`src/rtl/vtpp_pkg.sv`:
```
// Shared constants and types for the vertex transform and projection unit.
// Used by vtpp_sine, vtpp_div, the top level and the testbench; depends on nothing.
`default_nettype none
package vtpp_pkg;

   // Angle quantization default (steps per full turn)
   localparam int unsigned SINE_TABLE_DEPTH_DEFAULT = 1024;

   // pi/2 in Q2.30 and the number of odd Taylor terms past the first
   localparam logic [30:0] HALF_PI_Q30 = 31'd1686629713;
   localparam int unsigned SINE_STEPS  = 5;
   localparam int unsigned TRIG_W      = 18;

   // Projection divider: quotient bits kept before saturation
   localparam int unsigned QUO_BITS    = 17;
   localparam int unsigned DIV_LATENCY = QUO_BITS + 3;

   // Register stages ahead of the divider, and total item latency
   localparam int unsigned FRONT_STAGES = 6;
   localparam int unsigned LATENCY      = FRONT_STAGES + DIV_LATENCY;

   // Cycles the sine/cosine path needs to settle after an angle change
   localparam int unsigned SETTLE_W      = 5;
   localparam logic [4:0]  SETTLE_CYCLES = 5'd24;

   // Configuration register map
   localparam int unsigned CSR_IDX_W = 3;
   localparam logic [2:0] REG_ANGLE_PHASE   = 3'd0;
   localparam logic [2:0] REG_SCALE_FACTOR  = 3'd1;
   localparam logic [2:0] REG_OFFSET_X      = 3'd2;
   localparam logic [2:0] REG_OFFSET_Y      = 3'd3;
   localparam logic [2:0] REG_OFFSET_Z      = 3'd4;
   localparam logic [2:0] REG_FOV_FACTOR    = 3'd5;
   localparam logic [2:0] REG_WINDOW_WIDTH  = 3'd6;
   localparam logic [2:0] REG_WINDOW_HEIGHT = 3'd7;

   // Register reset values
   localparam logic [15:0] ANGLE_RESET  = 16'd0;
   localparam logic [31:0] SCALE_RESET  = 32'd65536;
   localparam logic [31:0] OFFSET_RESET = 32'd0;
   localparam logic [31:0] FOV_RESET    = 32'd65536;
   localparam logic [12:0] WIDTH_RESET  = 13'd640;
   localparam logic [12:0] HEIGHT_RESET = 13'd480;

   // Screen coordinate limits
   localparam logic signed [15:0] SCREEN_MAX = 16'sh7fff;
   localparam logic signed [15:0] SCREEN_MIN = 16'sh8000;

   // Side information that travels with each projection division
   typedef struct packed {
      logic        a_pos;
      logic        a_neg;
      logic [11:0] half_dim;
   } div_flags_type;

endpackage
`default_nettype wire

```
`src/rtl/vtpp_div.sv`:
```
// Pipelined signed projection divide with 16-bit saturation, one quotient
// bit per stage. Depends on vtpp_pkg.
`default_nettype none
module vtpp_div (
   input  logic                          clock,
   input  logic signed [63:0]            num,
   input  logic signed [31:0]            den,
   input  vtpp_pkg::div_flags_type       flags,
   output logic signed [15:0]            quot
);

   localparam int unsigned QB = vtpp_pkg::QUO_BITS;

   logic [62:0]             nmag_ff;
   logic [31:0]             zmag0_ff;
   logic                    neg0_ff;
   logic                    zero0_ff;
   vtpp_pkg::div_flags_type fl0_ff;

   logic [48:0]             r_ff    [0:QB];
   logic [QB-1:0]           q_ff    [0:QB];
   logic [31:0]             zmag_ff [0:QB];
   logic                    neg_ff  [0:QB];
   logic                    zero_ff [0:QB];
   logic                    ovf_ff  [0:QB];
   vtpp_pkg::div_flags_type fl_ff   [0:QB];

   logic [QB-1:0]           m;
   logic signed [15:0]      quot_ff;

   // magnitudes and quotient sign
   always_ff @(posedge clock) begin
      nmag_ff  <= num[63] ? 63'(-num) : num[62:0];
      zmag0_ff <= den[31] ? 32'(-{den[31], den}) : den;
      neg0_ff  <= num[63] ^ den[31];
      zero0_ff <= (den == 32'sd0);
      fl0_ff   <= flags;
   end

   // overflow when the quotient needs more than the kept bits
   always_ff @(posedge clock) begin
      ovf_ff[0]  <= nmag_ff >= {14'd0, zmag0_ff, {QB{1'b0}}};
      r_ff[0]    <= nmag_ff[48:0];
      q_ff[0]    <= '0;
      zmag_ff[0] <= zmag0_ff;
      neg_ff[0]  <= neg0_ff;
      zero_ff[0] <= zero0_ff;
      fl_ff[0]   <= fl0_ff;
   end

   for (genvar j = 0; j < QB; j++) begin : g_bit
      logic [48:0] trial;
      logic        ge;

      assign trial = 49'({17'd0, zmag_ff[j]} << (QB - 1 - j));
      assign ge    = r_ff[j] >= trial;

      always_ff @(posedge clock) begin
         r_ff[j+1]    <= ge ? (r_ff[j] - trial) : r_ff[j];
         q_ff[j+1]    <= {q_ff[j][QB-2:0], ge};
         zmag_ff[j+1] <= zmag_ff[j];
         neg_ff[j+1]  <= neg_ff[j];
         zero_ff[j+1] <= zero_ff[j];
         ovf_ff[j+1]  <= ovf_ff[j];
         fl_ff[j+1]   <= fl_ff[j];
      end
   end

   assign m = q_ff[QB];

   // zero depth, overflow and ordinary saturation
   always_ff @(posedge clock) begin
      if (zero_ff[QB]) begin
         if (fl_ff[QB].a_pos) begin
            quot_ff <= vtpp_pkg::SCREEN_MAX;
         end else if (fl_ff[QB].a_neg) begin
            quot_ff <= vtpp_pkg::SCREEN_MIN;
         end else begin
            quot_ff <= $signed({4'd0, fl_ff[QB].half_dim});
         end
      end else if (ovf_ff[QB]) begin
         quot_ff <= neg_ff[QB] ? vtpp_pkg::SCREEN_MIN : vtpp_pkg::SCREEN_MAX;
      end else if (neg_ff[QB]) begin
         quot_ff <= (m > 17'd32768) ? vtpp_pkg::SCREEN_MIN : 16'(-$signed({1'b0, m}));
      end else begin
         quot_ff <= (m > 17'd32767) ? vtpp_pkg::SCREEN_MAX : $signed(m[15:0]);
      end
   end

   assign quot = quot_ff;

endmodule
`default_nettype wire

```
`config.mk`:
```
export PLATFORM = sky130hd
export DESIGN_NAME = vtpp_div
export DESIGN_NICKNAME = d
export VERILOG_FILES = /design/src/rtl/vtpp_pkg.sv /design/src/rtl/vtpp_div.sv
export SDC_FILE = /design/constraint.sdc
export NUM_CORES = 2
export LEC_CHECK = 0
export BUFFER_PORTS_ARGS = -buffer_cell sky130_fd_sc_hd__buf_2
export CORE_AREA = 2 2 362 364
export CTS_CLUSTER_DIAMETER = 50
export CTS_CLUSTER_SIZE = 8
export DETAILED_ROUTE_END_ITERATION = 10
export DIE_AREA = 0 0 364 366
export GPL_TIMING_DRIVEN = 0
export PLACE_DENSITY = 0.79
export SYNTH_ARGS = -nofsm -noshare
export SYNTH_HDL_FRONTEND = slang
export SYNTH_SLANG_ARGS = --single-unit
```
`constraint.sdc`:
```
create_clock -name clock -period 5 [get_ports clock]
set_input_delay 0 -clock clock [delete_from_list [all_inputs] [get_ports clock]]
set_output_delay 0 -clock clock [all_outputs]
set_load 0.01 [all_outputs]
```
==> impl_metrics.ini <==
[worst_setup_path]
max_stage_delay_ns = 0.73
path_max_fanout = 10
cp_data_required_time_ns = 5.82
arrival_ns = 5.96
crit_slowest_cell = or4_1
reg2reg_depth = 13
crit_type = reg2reg
r2r_slack_ns = -0.14
crit_family = simple AND/OR/NAND/NOR gates
worst_setup_path_startpoint = zmag_ff[1][3]$_DFF_P_
cp-endpoint = r_ff[2][35]$_DFF_P_
r2r-end = r_ff[2][35]$_DFF_P_
crit_path_end_kind = flop
crit_cells = 13
timing.rr.start = zmag_ff[1][3]$_DFF_P_
cp_num_buf_inv = 4
worstPathCellList = inv_1, ha_1, clkbuf_1, nand4_1, or4_1, nor4_4, nand4_1, nand4b_1, a21o_1, clkbuf_2, clkbuf_2, nor2_1, a21oi_1
crit_path_start_kind = flop

[final_layout]
final_nets = 9999
multi_input_area_um2 = 38100
layout_common_cells = dfxtp_1, nand2_1, inv_1, o21ai_0, a21oi_1
layout_commonest_cell = dfxtp_1
post-route-util_pct = 73.7
fillers = 8598
ff_latch_area_um2 = 39300
area_growth_pct = 17.4
drive_gt1_share_pct = 6.86
fin_area_um2 = 95000

[grt]
grt_max_degree = 17
antenna_found_initial = 7
grt_first_pass_wirelength_um = 386000
grt_remaining_overflow = 0
grt_pass1_vias = 70700
grt_usage_pct = 37.5

[timing]
finalCritPeriodShare_pct = 103
tightest_slew_ns = 1.40
skew_ns = 0.0846
maxSlewViolCount = 0
fin_ws_ns = -0.139
tns_ns = -2.06
hold_violations = 0
grt_setup_unrepaired = no
maxSlewHeadroom_pct = 4.08
setup_violations = 22
finalCriticalPeriod_ns = 5.14
max_freq_mhz = 195

[placement]
gp_congestion = 1.01
io_buffers = 125
dpl_cell_area_um2 = 83800
post-dp-hpwl_um = 174000
place_ws_ns = -0.921

[synthesis]
synth_cell_types = 86
synthesis.area_um2 = 80900
ys_ff_latch = 1963
synthesis.instances = 8555
ys_seq_area_share_pct = 48.6
synthFlopType = dfxtp_1
synth_nets = 9262
syn_area_per_cell_um2 = 9.46
synth-edff-count = 0
synthArstFlopShare_pct = 0
yosysWarnings = 0

[route]
vias = 66600
routed_wl_um = 254000
via_per_inst = 6.01
drt_iter0_markers = 4733
drc = 0
dr.pass1.iters = 6
ant_nets = 0
wl_per_cell_um = 22.9

[flow_run]
drv_cap = 0

[floorplanning]
core.rowCount = 132
die_w_um = 364
coreArea_um2 = 129000
ios = 127
die_height_um = 366
die-area_um2 = 133000
start_util_pct = 62.7

[clocking]
clk_pin_slew_ns = 0.05
h-tree-depth = 5
cts_tree = done
cts_setup_buffers = 0
cts_max_path_buffers = 4
insertion_delay_ns = 0.92
clock_sink_count = 1963
cts_buffers = 301
cts-root-buf = clkbuf_16

[hold_path]
hold_start = num[63]
hp-class = in2reg

[power]
p_leak_nw = 41.9
peakVddDrop_mv = 0.382
power.total_w = 0.0680
power_density_nw_per_um2 = 716

[run_status]
status = finished with violations
failed_checks = negative setup slack
[where the power goes]
part           leakage [nW]  internal [W]  switching, W
combinational          21.5        0.0115        0.0164
clock                  3.95        0.0110       0.00665
sequential             16.5        0.0198       0.00271
[cells in the mapped netlist, drive strengths merged (65+ instances only)]
library cell  number  area [um^2]
xor2             262         2290
nor3             132          666
a21oi            630         3150
o21ai            639         3200
xnor2            388         3400
mux2              85          957
nand4            129          807
clkbuf           211          792
dfxtp           1963        39300
ha               580         7260
a21o             294         2210
o31ai             74          579
nor2             454         1700
nor2b             86          538
nand3            135          676
nor4              88          551
o21bai            65          488
nand2            725         2720
nand2b           112          701
inv              716         2690
[sequential cells by signal, summed over array words and instances, names as in the netlist]
register / cells
fl_ff: 252
zero0_ff: 1
zmag_ff: 544
q_ff: 153
quot: 16
fl0_ff: 14
r_ff: 833
zmag0_ff: 32
nmag_ff: 63
neg_ff: 18
zero_ff: 18
neg0_ff: 1
ovf_ff: 18
[worst reg2reg max path: stages, from the launching register on]
cell	delay (ns)
dfxtp_1	0.36
inv_1	0.08
ha_1	0.34
clkbuf_1	0.35
nand4_1	0.29
or4_1	0.73
nor4_4	0.46
nand4_1	0.64
nand4b_1	0.47
a21o_1	0.14
clkbuf_2	0.42
clkbuf_2	0.53
nor2_1	0.08
a21oi_1	0.15
[what timing repair did]
item,CTS,global route
pin swaps,0,1
hold buffers,307,0
endpoints found under the setup margin,198,167
hold endpoints to repair,111,0
resized for setup,23,34
[per-stage QoR]
step	std cells	hold slack (ns)
2_1_floorplan	8555	0.0277
3_3_place_gp	10400	0.103
3_5_place_dp	10400	0.106
4_1_cts	11100	0.00224
5_1_grt	11100	0.117
6_report	11100	0.0937
[how the worst min path moves through the flow]
stage / slack [ns] / cells after the start / endpoint
6_report: 0.09 / 4 / nmag_ff[3]$_DFF_P_
5_1_grt: 0.12 / 4 / nmag_ff[2]$_DFF_P_
4_1_cts: 0.002 / 4 / zmag0_ff[22]$_DFF_P_
3_5_place_dp: 0.11 / 1 / fl0_ff[7]$_DFF_P_
3_3_place_gp: 0.10 / 1 / fl0_ff[7]$_DFF_P_
2_1_floorplan: 0.03 / 0 / fl0_ff[0]$_DFF_P_
[cell families (layout without fill, tap and decap cells)]
logic type | after synthesis | after routing | share of synthesized area [%]
flip-flops | 1963 | 1963 | 48.6
adder cells (fa/ha/maj) | 596 | 596 | 9.37
AND/OR/NAND/NOR | 2144 | 2144 | 12.9
other | 0 | 1 | 0
AO/OA/AOI/OAI | 2159 | 2159 | 16.5
XOR/XNOR | 650 | 650 | 7.04
multiplexers | 88 | 88 | 1.22
buffers and inverters | 955 | 1731 | 4.44
[layout make-up]
type                    instances  area share (%)
multi-input cells            5637            40.2
well taps                    1742            2.29
repair buffers                435            3.91
clock buffers                 326            8.25
plain buffers                 236           0.981
diodes                          1         0.00263
flip-flops and latches       1963            41.4
inverters                     718            2.84
clock inverters                16           0.208
[metal layers]
metal,up-vias,part of all wire (%),global-route usage (%)
met3,1294,4.9,6.43
met5,-,0.0083,0
met4,2,12,38.8
li1,31100,-,-
met2,3166,52,71.1
met1,31000,31,31.3
Note: power is estimated with default switching activity, not from simulation.
